--- config.mk ---
export PLATFORM = sky130hd
export DESIGN_NAME = periodic_task_scheduler
export DESIGN_NICKNAME = d
export VERILOG_FILES = /design/src/hw/rtl/pts_pkg.sv /design/src/hw/rtl/pts_ctrl.sv /design/src/hw/rtl/pts_dp.sv /design/src/hw/rtl/periodic_task_scheduler.sv
export SDC_FILE = /design/constraint.sdc
export NUM_CORES = 2
export LEC_CHECK = 0
export BUFFER_PORTS_ARGS = -buffer_cell sky130_fd_sc_hd__buf_2
export CAP_MARGIN = 15
export CORE_MARGIN = 1
export CORE_UTILIZATION = 23
export CTS_CLUSTER_SIZE = 30
export DETAILED_ROUTE_END_ITERATION = 16
export GPL_TIMING_DRIVEN = 0
export PLACE_DENSITY = 0.39
export SKIP_CTS_REPAIR_TIMING = 1
export SYNTH_ARGS = -nofsm -noshare
export SYNTH_HDL_FRONTEND = slang
export SYNTH_SLANG_ARGS = --single-unit
export TNS_END_PERCENT = 5
--- constraint.sdc ---
create_clock -name aclk -period 7.5 [get_ports aclk]
set_input_delay 2.25 -clock aclk [delete_from_list [all_inputs] [get_ports aclk]]
set_output_delay 2.25 -clock aclk [all_outputs]
set_load 0.02 [all_outputs]
--- src/hw/rtl/pts_pkg.sv ---
// pts_pkg: shared types and codes for the periodic task scheduler
// used by pts_ctrl, pts_dp and periodic_task_scheduler
package pts_pkg;

    typedef enum logic [3:0] {
        CMD_ADD        = 4'd0,
        CMD_DELETE     = 4'd1,
        CMD_SUSPEND    = 4'd2,
        CMD_RESUME     = 4'd3,
        CMD_LOOKUP     = 4'd4,
        CMD_EXEC       = 4'd5,
        CMD_TICK       = 4'd6,
        CMD_RUNTICK    = 4'd7,
        CMD_SLEEP      = 4'd8,
        CMD_SET_PERIOD = 4'd9
    } cmd_t;

    typedef enum logic [1:0] {
        SS_DETACHED  = 2'd0,
        SS_ACTIVE    = 2'd1,
        SS_SUSPENDED = 2'd2
    } slot_state_t;

    localparam logic [1:0] RS_OK   = 2'd0;
    localparam logic [1:0] RS_DUP  = 2'd1;
    localparam logic [1:0] RS_FAIL = 2'd2;

    typedef enum logic [1:0] {
        FSM_IDLE = 2'd0,
        FSM_RUN  = 2'd1,
        FSM_WALK = 2'd2
    } fsm_t;

    // controller to datapath
    typedef struct packed {
        logic accept;
        logic single_op;
        logic step;
        logic finish;
    } dp_cmd_t;

    // datapath to controller
    typedef struct packed {
        logic walk_cmd;
        logic walk_done;
        logic need_emit;
        logic finish_out;
        logic out_free;
    } dp_stat_t;

endpackage

--- src/hw/rtl/pts_ctrl.sv ---
// pts_ctrl: sequencing state machine of the periodic task scheduler
// depends on pts_pkg
module pts_ctrl
    import pts_pkg::*;
(
    input  logic     aclk,
    input  logic     aresetn,
    input  logic     in_valid,
    output logic     in_ready,
    input  dp_stat_t stat,
    output dp_cmd_t  cmd
);

    fsm_t state_reg, state_next;

    always_ff @(posedge aclk) begin
        if (!aresetn) begin
            state_reg <= FSM_IDLE;
        end else begin
            state_reg <= state_next;
        end
    end

    always_comb begin
        state_next = state_reg;
        unique case (state_reg)
            FSM_IDLE: begin
                if (in_valid) state_next = FSM_RUN;
            end
            FSM_RUN: begin
                if (stat.walk_cmd) state_next = FSM_WALK;
                else if (stat.out_free) state_next = FSM_IDLE;
            end
            FSM_WALK: begin
                if (stat.walk_done && (stat.out_free || !stat.finish_out))
                    state_next = FSM_IDLE;
            end
            default: state_next = FSM_IDLE;
        endcase
    end

    always_comb begin
        in_ready      = 1'b0;
        cmd           = '0;
        unique case (state_reg)
            FSM_IDLE: begin
                in_ready   = 1'b1;
                cmd.accept = in_valid;
            end
            FSM_RUN: begin
                cmd.single_op = !stat.walk_cmd && stat.out_free;
            end
            FSM_WALK: begin
                if (stat.walk_done)
                    cmd.finish = stat.out_free || !stat.finish_out;
                else
                    cmd.step = !stat.need_emit || stat.out_free;
            end
            default: cmd = '0;
        endcase
    end

endmodule

--- src/hw/rtl/pts_dp.sv ---
// pts_dp: slot table, active list and result register of the scheduler
// depends on pts_pkg
module pts_dp
    import pts_pkg::*;
#(
    parameter int TASK_SLOTS = 8,
    parameter int TICK_BITS  = 32
) (
    input  logic        aclk,
    input  logic        aresetn,
    input  dp_cmd_t     cmd,
    output dp_stat_t    stat,
    input  logic [3:0]  in_command,
    input  logic [2:0]  in_slot,
    input  logic [15:0] in_task_id,
    input  logic [31:0] in_ticks,
    output logic        out_valid,
    input  logic        out_ready,
    output logic [1:0]  out_status,
    output logic [2:0]  out_slot,
    output logic        out_slot_valid,
    output logic [31:0] out_run_time,
    output logic        out_last
);

    localparam int IDX_W = $clog2(TASK_SLOTS);
    localparam int CNT_W = $clog2(TASK_SLOTS + 1);
    localparam logic [TICK_BITS-1:0] TMAX = '1;

    // latched command word
    logic [3:0]           cmd_reg;
    logic [2:0]           slot_reg;
    logic [15:0]          id_reg;
    logic [TICK_BITS-1:0] t_reg;

    slot_state_t          st_reg  [TASK_SLOTS];
    logic [15:0]          id_mem_reg [TASK_SLOTS];
    logic [TICK_BITS-1:0] per_reg [TASK_SLOTS];
    logic [TICK_BITS-1:0] cd_reg  [TASK_SLOTS];
    logic                 rdy_reg [TASK_SLOTS];
    logic [TICK_BITS-1:0] rt_reg  [TASK_SLOTS];
    logic [TICK_BITS-1:0] cap_reg [TASK_SLOTS];
    logic [IDX_W-1:0]     ord_reg [TASK_SLOTS];
    logic [CNT_W-1:0]     cnt_reg;
    logic [IDX_W-1:0]     le_reg;
    logic                 lev_reg;
    logic [CNT_W-1:0]     k_reg;
    logic                 emitted_reg;

    logic                 ov_reg;
    logic [1:0]           o_status_reg;
    logic [2:0]           o_slot_reg;
    logic                 o_sv_reg;
    logic [31:0]          o_rt_reg;
    logic                 o_last_reg;

    logic [IDX_W-1:0]     ord_next [TASK_SLOTS];
    logic [IDX_W-1:0]     ord_rm   [TASK_SLOTS];
    logic [CNT_W-1:0]     cnt_next;

    logic [IDX_W-1:0]     sidx;
    logic                 slot_ok;
    logic [15:0]          key;
    logic [TASK_SLOTS-1:0] act_m, sus_m;
    logic                 f_hit, r_hit, in_list, later_ready;
    logic [IDX_W-1:0]     f_idx, r_idx, target, a_idx;
    logic [IDX_W-1:0]     rm_pos;
    logic                 out_free;

    // single command decode
    logic [1:0]           res_status;
    logic                 res_sv;
    logic [IDX_W-1:0]     res_slot;
    logic [TICK_BITS-1:0] res_rt;
    logic                 wr_fields, clr_en, st_wr_en, rm_en, push_en, sleep_en, per_en;
    logic [IDX_W-1:0]     clr_idx, st_wr_idx, push_idx;
    slot_state_t          st_wr_val, st1;
    logic                 hit_a, hit_b, susp_hit, act_hit;

    assign sidx     = IDX_W'(slot_reg);
    assign slot_ok  = 32'(slot_reg) < TASK_SLOTS;
    assign key      = (cmd_reg == CMD_DELETE) ? id_mem_reg[sidx] : id_reg;
    assign a_idx    = ord_reg[k_reg[IDX_W-1:0]];
    assign out_free = !ov_reg || out_ready;

    always_comb begin
        act_m = '0;
        sus_m = '0;
        for (int i = 0; i < TASK_SLOTS; i++) begin
            act_m[i] = (st_reg[i] == SS_ACTIVE) && (id_mem_reg[i] == key);
            sus_m[i] = (st_reg[i] == SS_SUSPENDED) && (id_mem_reg[i] == key);
        end
    end

    // first active slot in list order, first suspended slot by index
    always_comb begin
        f_hit = 1'b0;
        f_idx = '0;
        r_hit = 1'b0;
        r_idx = '0;
        for (int p = 0; p < TASK_SLOTS; p++) begin
            if (!f_hit && p < int'(cnt_reg) && id_mem_reg[ord_reg[p]] == key) begin
                f_hit = 1'b1;
                f_idx = ord_reg[p];
            end
            if (!r_hit && sus_m[p]) begin
                r_hit = 1'b1;
                r_idx = IDX_W'(p);
            end
        end
    end

    assign target = (cmd_reg == CMD_SUSPEND) ? f_idx : sidx;

    always_comb begin
        in_list     = 1'b0;
        rm_pos      = '0;
        later_ready = 1'b0;
        for (int p = 0; p < TASK_SLOTS; p++) begin
            if (!in_list && p < int'(cnt_reg) && ord_reg[p] == target) begin
                in_list = 1'b1;
                rm_pos  = IDX_W'(p);
            end
            if (p > int'(k_reg) && p < int'(cnt_reg) && rdy_reg[ord_reg[p]])
                later_ready = 1'b1;
        end
    end

    always_comb begin
        res_status = RS_OK;
        res_sv     = 1'b0;
        res_slot   = '0;
        res_rt     = '0;
        wr_fields  = 1'b0;
        clr_en     = 1'b0;
        clr_idx    = sidx;
        st_wr_en   = 1'b0;
        st_wr_idx  = sidx;
        st_wr_val  = SS_DETACHED;
        rm_en      = 1'b0;
        push_en    = 1'b0;
        push_idx   = sidx;
        sleep_en   = 1'b0;
        per_en     = 1'b0;
        st1        = st_reg[sidx];
        hit_a      = 1'b0;
        hit_b      = 1'b0;
        susp_hit   = 1'b0;
        act_hit    = 1'b0;
        case (cmd_reg)
            CMD_ADD: begin
                if (!slot_ok) begin
                    res_status = RS_FAIL;
                end else begin
                    wr_fields = 1'b1;
                    for (int i = 0; i < TASK_SLOTS; i++)
                        if (i != int'(sidx) && sus_m[i]) susp_hit = 1'b1;
                    if (st_reg[sidx] == SS_SUSPENDED) susp_hit = 1'b1;
                    st1 = susp_hit ? SS_DETACHED : st_reg[sidx];
                    for (int i = 0; i < TASK_SLOTS; i++)
                        if (i != int'(sidx) && act_m[i]) act_hit = 1'b1;
                    if (st1 == SS_ACTIVE) act_hit = 1'b1;
                    rm_en     = susp_hit && st_reg[sidx] == SS_ACTIVE;
                    st_wr_en  = 1'b1;
                    st_wr_val = act_hit ? st1 : SS_ACTIVE;
                    push_en   = !act_hit;
                    if (act_hit) res_status = RS_DUP;
                end
            end
            CMD_DELETE: begin
                if (!slot_ok) begin
                    res_status = RS_FAIL;
                end else begin
                    hit_a  = |act_m;
                    clr_en = hit_a;
                    st1    = hit_a ? SS_DETACHED : st_reg[sidx];
                    for (int i = 0; i < TASK_SLOTS; i++)
                        if (i != int'(sidx) && sus_m[i]) hit_b = 1'b1;
                    if (st1 == SS_SUSPENDED) hit_b = 1'b1;
                    st_wr_en = 1'b1;
                    if (hit_b) begin
                        res_status = RS_FAIL;
                        st_wr_val  = st1;
                        rm_en      = hit_a && st_reg[sidx] == SS_ACTIVE;
                    end else begin
                        st_wr_val = SS_SUSPENDED;
                        rm_en     = st_reg[sidx] == SS_ACTIVE;
                    end
                end
            end
            CMD_SUSPEND: begin
                if (!f_hit) begin
                    res_status = RS_FAIL;
                end else begin
                    clr_en    = 1'b1;
                    clr_idx   = f_idx;
                    rm_en     = in_list;
                    for (int i = 0; i < TASK_SLOTS; i++)
                        if (i != int'(f_idx) && sus_m[i]) hit_b = 1'b1;
                    st_wr_en  = 1'b1;
                    st_wr_idx = f_idx;
                    st_wr_val = hit_b ? SS_DETACHED : SS_SUSPENDED;
                    if (hit_b) res_status = RS_FAIL;
                end
            end
            CMD_RESUME: begin
                if (!r_hit) begin
                    res_status = RS_FAIL;
                end else begin
                    clr_en    = 1'b1;
                    clr_idx   = r_idx;
                    act_hit   = |act_m;
                    st_wr_en  = 1'b1;
                    st_wr_idx = r_idx;
                    st_wr_val = act_hit ? SS_DETACHED : SS_ACTIVE;
                    push_en   = !act_hit;
                    push_idx  = r_idx;
                    if (act_hit) res_status = RS_FAIL;
                end
            end
            CMD_LOOKUP: begin
                if (!f_hit) begin
                    res_status = RS_FAIL;
                end else begin
                    res_sv   = 1'b1;
                    res_slot = f_idx;
                    res_rt   = cap_reg[f_idx];
                end
            end
            CMD_SLEEP: begin
                if (lev_reg) sleep_en = 1'b1;
                else res_status = RS_FAIL;
            end
            CMD_SET_PERIOD: begin
                if (slot_ok) per_en = 1'b1;
                else res_status = RS_FAIL;
            end
            default: res_status = RS_FAIL;
        endcase
    end

    // remove from list, then push at head
    always_comb begin
        ord_rm = ord_reg;
        if (rm_en) begin
            for (int p = 0; p < TASK_SLOTS - 1; p++)
                if (p >= int'(rm_pos)) ord_rm[p] = ord_reg[p + 1];
        end
        ord_next = ord_rm;
        if (push_en) begin
            ord_next[0] = push_idx;
            for (int p = 1; p < TASK_SLOTS; p++) ord_next[p] = ord_rm[p - 1];
        end
        cnt_next = cnt_reg - CNT_W'(rm_en) + CNT_W'(push_en);
    end

    logic is_walk;
    assign is_walk = cmd_reg == CMD_TICK || cmd_reg == CMD_RUNTICK || cmd_reg == CMD_EXEC;

    assign stat.walk_cmd   = is_walk;
    assign stat.walk_done  = k_reg >= cnt_reg;
    assign stat.need_emit  = cmd_reg == CMD_EXEC && rdy_reg[a_idx];
    assign stat.finish_out = !(cmd_reg == CMD_EXEC && emitted_reg);
    assign stat.out_free   = out_free;

    logic load_out;
    assign load_out = cmd.single_op || (cmd.finish && stat.finish_out)
                      || (cmd.step && stat.need_emit);

    // control state and reset-cleared tables
    always_ff @(posedge aclk) begin
        if (!aresetn) begin
            for (int i = 0; i < TASK_SLOTS; i++) begin
                st_reg[i]  <= SS_DETACHED;
                per_reg[i] <= '0;
                rdy_reg[i] <= 1'b0;
            end
            cnt_reg     <= '0;
            lev_reg     <= 1'b0;
            k_reg       <= '0;
            emitted_reg <= 1'b0;
            ov_reg      <= 1'b0;
        end else begin
            if (load_out) ov_reg <= 1'b1;
            else if (out_ready) ov_reg <= 1'b0;
            if (cmd.accept) begin
                k_reg       <= '0;
                emitted_reg <= 1'b0;
            end
            if (cmd.single_op) begin
                cnt_reg <= cnt_next;
                for (int i = 0; i < TASK_SLOTS; i++) begin
                    if (wr_fields && i == int'(sidx)) begin
                        rdy_reg[i] <= 1'b0;
                        per_reg[i] <= t_reg;
                    end
                    if (clr_en && i == int'(clr_idx)) rdy_reg[i] <= 1'b0;
                    if (st_wr_en && i == int'(st_wr_idx)) st_reg[i] <= st_wr_val;
                    if (per_en && i == int'(sidx)) per_reg[i] <= t_reg;
                end
            end
            if (cmd.step) begin
                k_reg <= k_reg + 1'b1;
                case (cmd_reg)
                    CMD_TICK: begin
                        if (cd_reg[a_idx] == TICK_BITS'(1)) begin
                            rdy_reg[a_idx] <= 1'b1;
                            lev_reg        <= 1'b1;
                        end
                    end
                    CMD_EXEC: begin
                        if (rdy_reg[a_idx]) begin
                            rdy_reg[a_idx] <= 1'b0;
                            emitted_reg    <= 1'b1;
                        end
                    end
                    default: ;
                endcase
            end
        end
    end

    // payload storage
    always_ff @(posedge aclk) begin
        if (cmd.accept) begin
            cmd_reg  <= in_command;
            slot_reg <= in_slot;
            id_reg   <= in_task_id;
            t_reg    <= TICK_BITS'(in_ticks);
        end
        if (cmd.single_op) begin
            ord_reg <= ord_next;
            for (int i = 0; i < TASK_SLOTS; i++) begin
                if (clr_en && i == int'(clr_idx)) cd_reg[i] <= per_reg[i];
                if (wr_fields && i == int'(sidx)) begin
                    id_mem_reg[i] <= id_reg;
                    cd_reg[i]     <= t_reg;
                    rt_reg[i]     <= '0;
                    cap_reg[i]    <= '0;
                end
                if (sleep_en && i == int'(le_reg)) cd_reg[i] <= t_reg;
            end
        end
        if (cmd.step) begin
            case (cmd_reg)
                CMD_TICK: begin
                    if (cd_reg[a_idx] == TICK_BITS'(1)) begin
                        cd_reg[a_idx] <= per_reg[a_idx];
                        le_reg        <= a_idx;
                    end else if (cd_reg[a_idx] != '0) begin
                        cd_reg[a_idx] <= cd_reg[a_idx] - 1'b1;
                    end
                end
                CMD_RUNTICK: begin
                    if (rdy_reg[a_idx] && rt_reg[a_idx] != TMAX)
                        rt_reg[a_idx] <= rt_reg[a_idx] + 1'b1;
                end
                CMD_EXEC: begin
                    if (rdy_reg[a_idx]) begin
                        cap_reg[a_idx] <= rt_reg[a_idx];
                        rt_reg[a_idx]  <= '0;
                    end
                end
                default: ;
            endcase
        end
        if (cmd.single_op) begin
            o_status_reg <= res_status;
            o_slot_reg   <= 3'(res_slot);
            o_sv_reg     <= res_sv;
            o_rt_reg     <= 32'(res_rt);
            o_last_reg   <= 1'b1;
        end else if (cmd.step && stat.need_emit) begin
            o_status_reg <= RS_OK;
            o_slot_reg   <= 3'(a_idx);
            o_sv_reg     <= 1'b1;
            o_rt_reg     <= 32'(rt_reg[a_idx]);
            o_last_reg   <= !later_ready;
        end else if (cmd.finish && stat.finish_out) begin
            o_status_reg <= RS_OK;
            o_slot_reg   <= (cmd_reg == CMD_TICK && lev_reg) ? 3'(le_reg) : 3'd0;
            o_sv_reg     <= cmd_reg == CMD_TICK && lev_reg;
            o_rt_reg     <= '0;
            o_last_reg   <= 1'b1;
        end
    end

    assign out_valid      = ov_reg;
    assign out_status     = o_status_reg;
    assign out_slot       = o_slot_reg;
    assign out_slot_valid = o_sv_reg;
    assign out_run_time   = o_rt_reg;
    assign out_last       = o_last_reg;

endmodule

--- src/hw/rtl/periodic_task_scheduler.sv ---
// Periodic task scheduler: one command word in, one or more result words out.
// Tick, runtime tick and exec walk the active list slot by slot; other commands
// are carried out as a single operation. Exec may stall on each result word
// until it is taken.
// depends on pts_pkg, pts_ctrl, pts_dp
module periodic_task_scheduler
    import pts_pkg::*;
#(
    parameter int TASK_SLOTS = 8,
    parameter int TICK_BITS  = 32
) (
    input  logic        aclk,
    input  logic        aresetn,
    input  logic        s_valid,
    output logic        s_ready,
    input  logic [3:0]  s_command,
    input  logic [2:0]  s_slot,
    input  logic [15:0] s_task_id,
    input  logic [31:0] s_ticks,
    output logic        m_valid,
    input  logic        m_ready,
    output logic [1:0]  m_status,
    output logic [2:0]  m_slot_out,
    output logic        m_slot_valid,
    output logic [31:0] m_run_time,
    output logic        m_last
);

    dp_cmd_t  cmd;
    dp_stat_t stat;

    pts_ctrl u_ctrl (
        .aclk     (aclk),
        .aresetn  (aresetn),
        .in_valid (s_valid),
        .in_ready (s_ready),
        .stat     (stat),
        .cmd      (cmd)
    );

    pts_dp #(
        .TASK_SLOTS (TASK_SLOTS),
        .TICK_BITS  (TICK_BITS)
    ) u_dp (
        .aclk           (aclk),
        .aresetn        (aresetn),
        .cmd            (cmd),
        .stat           (stat),
        .in_command     (s_command),
        .in_slot        (s_slot),
        .in_task_id     (s_task_id),
        .in_ticks       (s_ticks),
        .out_valid      (m_valid),
        .out_ready      (m_ready),
        .out_status     (m_status),
        .out_slot       (m_slot_out),
        .out_slot_valid (m_slot_valid),
        .out_run_time   (m_run_time),
        .out_last       (m_last)
    );

endmodule

==> flow_summary.json <==
{
  "status": "complete, but fails checks",
  "violations": "design-rule violations, max-capacitance violations, max-slew violations, negative setup slack",
  "drive_above_1_share": 0.2119,
  "clock.fmax_ghz": 0.1275,
  "hold_end": "u_dp.cnt_reg[2]",
  "multi_input_area_sq_um": 34490,
  "clock_latency_ps": 890,
  "holdPathStages": 2,
  "irDropWorstVdd_mv": 0.1546,
  "dieWidth_um": 577.8,
  "ys_async_sr_fraction": 0,
  "required_ps": 8060,
  "period_needed_ps": 7841,
  "worst-path-buf-inv": 14,
  "cts_tree": "yes",
  "synth_top_family_by_area": "multiplexers",
  "report.final.hold_viol_count": 0,
  "viasPerCell": 5.460,
  "antenna_found_initial": 34,
  "fin_tns_setup_ps": -13170,
  "drt_wl_total_um": 410300,
  "synth_warnings": 0,
  "cp-start-kind": "flip-flop",
  "critPathTopFamily": "buffers and inverters",
  "cp.arrival_ps": 8400,
  "synthTopCellsByArea": "edfxtp_1 51%, mux4_2 8.2%, nand2_1 4.1%",
  "drtPass1Iterations": 14,
  "maxCapViolCount": 1,
  "grt_pass1_wl_um": 545100,
  "synth-compound-area-share": 0.1093,
  "htreeDepth": 4,
  "fin_nets": 7267,
  "p_leak_nw": 31.32,
  "cts_buffer_depth": 4,
  "hold_path_class": "flip-flop to flip-flop",
  "wl_per_cell_um": 35.06,
  "regToRegEndpoint": "u_dp.cd_reg[1][18]",
  "die_h_um": 577.8,
  "syn_to_final_growth_pct": 20.63,
  "setup_viol": 177,
  "row_count": 211,
  "synth_xor_area_frac": 0.03158,
  "slew_viol_final": 4,
  "place_area_sq_um": 84540,
  "cts_root_buffer": "clkbuf_16",
  "synthMuxAreaShare": 0.1560,
  "synth_nets": 6808,
  "slowest_stage": "clkbuf_4",
  "critPathKind": "flip-flop to flip-flop",
  "ant_nets": 0,
  "synth-simple-area-share": 0.1393,
  "r2r-start": "u_dp.k_reg[0]",
  "ys_seq_elements": 1337,
  "grt_pass1_vias": 61483,
  "die-area_sq_um": 333900,
  "ios": 100,
  "postLayoutCellArea_sq_um": 92000,
  "end_kind": "flip-flop",
  "reg2reg_depth": 25,
  "critPathMaxStageDelay_ps": 590,
  "portBuffers": 99,
  "fillers": 34248,
  "drc": 4,
  "cts_made_buffers": 168,
  "critPathMaxFanout": 10,
  "synthAdderAreaFrac": 0.002887,
  "grt_max_degree": 43,
  "syn-cell-area_sq_um": 76270,
  "yosysMostFrequentCell": "edfxtp_1",
  "hold_start": "u_dp.cnt_reg[2]",
  "ys_top_cells_by_count": "1291 x edfxtp_1, 828 x nand2_1, 713 x nor2_1",
  "relSlewSlack": -0.05741,
  "worst_slack_ps": -341.1,
  "dr.first_iter.drc_count": 8164,
  "clock_skew_ps": 63.97,
  "ys_types": 110,
  "seq_area_sq_um": 39690,
  "gp_congestion": 0.9663,
  "clkTransAtPathRegs_ps": 60,
  "cts.sinks": 1337,
  "initial_utilization": 0.2309,
  "ys.flop_type": "edfxtp_1",
  "power_density_nw_per_um2": 210.0,
  "fin_hold_ws_ps": 505.4,
  "worstMarginPinSlew_ps": 1564,
  "netlist.area_leader.share": 0.5083,
  "yosysTopAreaCell": "edfxtp_1",
  "yosysSeqAreaShare": 0.5204,
  "grt_usage": 0.2382,
  "avgSynthCellArea_sq_um": 11.33,
  "cp_common_cell": "buf_4",
  "power_mw": 19.32,
  "fin_crit_sh": 1.045,
  "overflow": 0,
  "r2r_slack_ps": -340,
  "fp.coreArea_sq_um": 330300,
  "synth_edf_count": 1291,
  "synthCells": 6732,
  "num_vias": 63899,
  "hpwl_um": 288500,
  "grt_setup_unrepaired": "yes"
}
==> per-layer routing <==
layer | share of wire | GRT usage
met3 | 0.095 | 0.05212
met2 | 0.44 | 0.3689
met1 | 0.41 | 0.3175
met5 | 0.00025 | 0.0005672
met4 | 0.054 | 0.1064
==> cells in the final DEF (no fill, tap or decap), types with 23 or more instances in the layout <==
cell type	instances
a21oi_1	169
mux4_2	278
a22o_1	71
and3_1	104
buf_4	102
o21ai_1	47
edfxtp_1	1291
a22oi_1	186
nand2_1	804
xor2_1	50
clkbuf_4	34
buf_2	181
clkbuf_16	172
o22ai_1	64
nor4_1	49
buf_8	54
buf_1	88
nor3_1	55
a31oi_1	45
nand3_1	114
buf_12	27
a221oi_1	58
dfxtp_1	43
clkbuf_2	101
nor2_1	697
buf_16	30
buf_6	31
clkinv_2	23
nand4_1	61
mux2_2	275
nand2b_1	23
clkbuf_1	362
a211oi_1	28
xnor2_1	222
a32oi_1	35
and2_1	211
clkinv_1	33
mux2i_1	246
o21ai_0	291
inv_1	61
==> power by group <==
group / internal [mW] / total, mW / switching, mW / leakage [nW]
combinational: 0.816 / 2.46 / 1.65 / 17.2
clock: 4.95 / 8.47 / 3.52 / 2.68
sequential: 8.26 / 8.39 / 0.126 / 11.4
==> kinds of logic after synthesis <==
| family | after synthesis |
|---|---|
| AO/OA/AOI/OAI | 1218 |
| XOR/XNOR | 275 |
| adder cells (fa/ha/maj) | 17 |
| buffers and inverters | 763 |
| flip-flops | 1337 |
| multiplexers | 806 |
| AND/OR/NAND/NOR | 2316 |
==> layout make-up <==
class | count | share of cell area
sequential | 1337 | 0.4314
multi-input combinational | 4633 | 0.3750
tap | 4366 | 0.05938
clock buffer | 208 | 0.04847
timing repair buffer | 302 | 0.03623
buffer | 676 | 0.03486
clock inverter | 95 | 0.01130
inverter | 73 | 0.003006
antenna | 13 | 0.0003536
==> metrics by stage <==
stage / std cells / worst slack, ps / util
floorplan: 6732 / 197.8 / -
global placement: 11197 / -8985 / 0.2490
detailed placement: 11310 / -4151 / 0.2560
CTS: 11613 / -4250 / 0.2726
global route: 11691 / -314.5 / 0.2785
finish: 11703 / -341.1 / 0.2786
==> worst max-delay path by stage <==
| stage | cells past startpoint | endpoint | startpoint | slack (ps) |
|---|---|---|---|---|
| floorplan | 18 | u_dp.cd_reg[6][0] | flip-flop | 200 |
| global placement | 20 | u_dp.cd_reg[5][16] | u_dp.k_reg[0] | -8980 |
| detailed placement | 28 | u_dp.rt_reg[2][3] | u_dp.ord_reg[14] | -4150 |
| CTS | 28 | u_dp.rt_reg[2][8] | u_dp.ord_reg[14] | -4250 |
| global route | 22 | u_dp.ord_reg[19] | flip-flop | -310 |
| finish | 25 | u_dp.cd_reg[1][18] | u_dp.k_reg[0] | -340 |
==> worst reg2reg max path, delay by kind of cell (launching register included) <==
family | cells | cell delay, ps
and+or+nand+nor | 6 | 1180
AOI/OAI and AO/OA | 3 | 560
buffers and inverters | 14 | 4560
muxes | 2 | 850
DFF | 1 | 430
No activity file was read; power rests on OpenSTA's default activity.
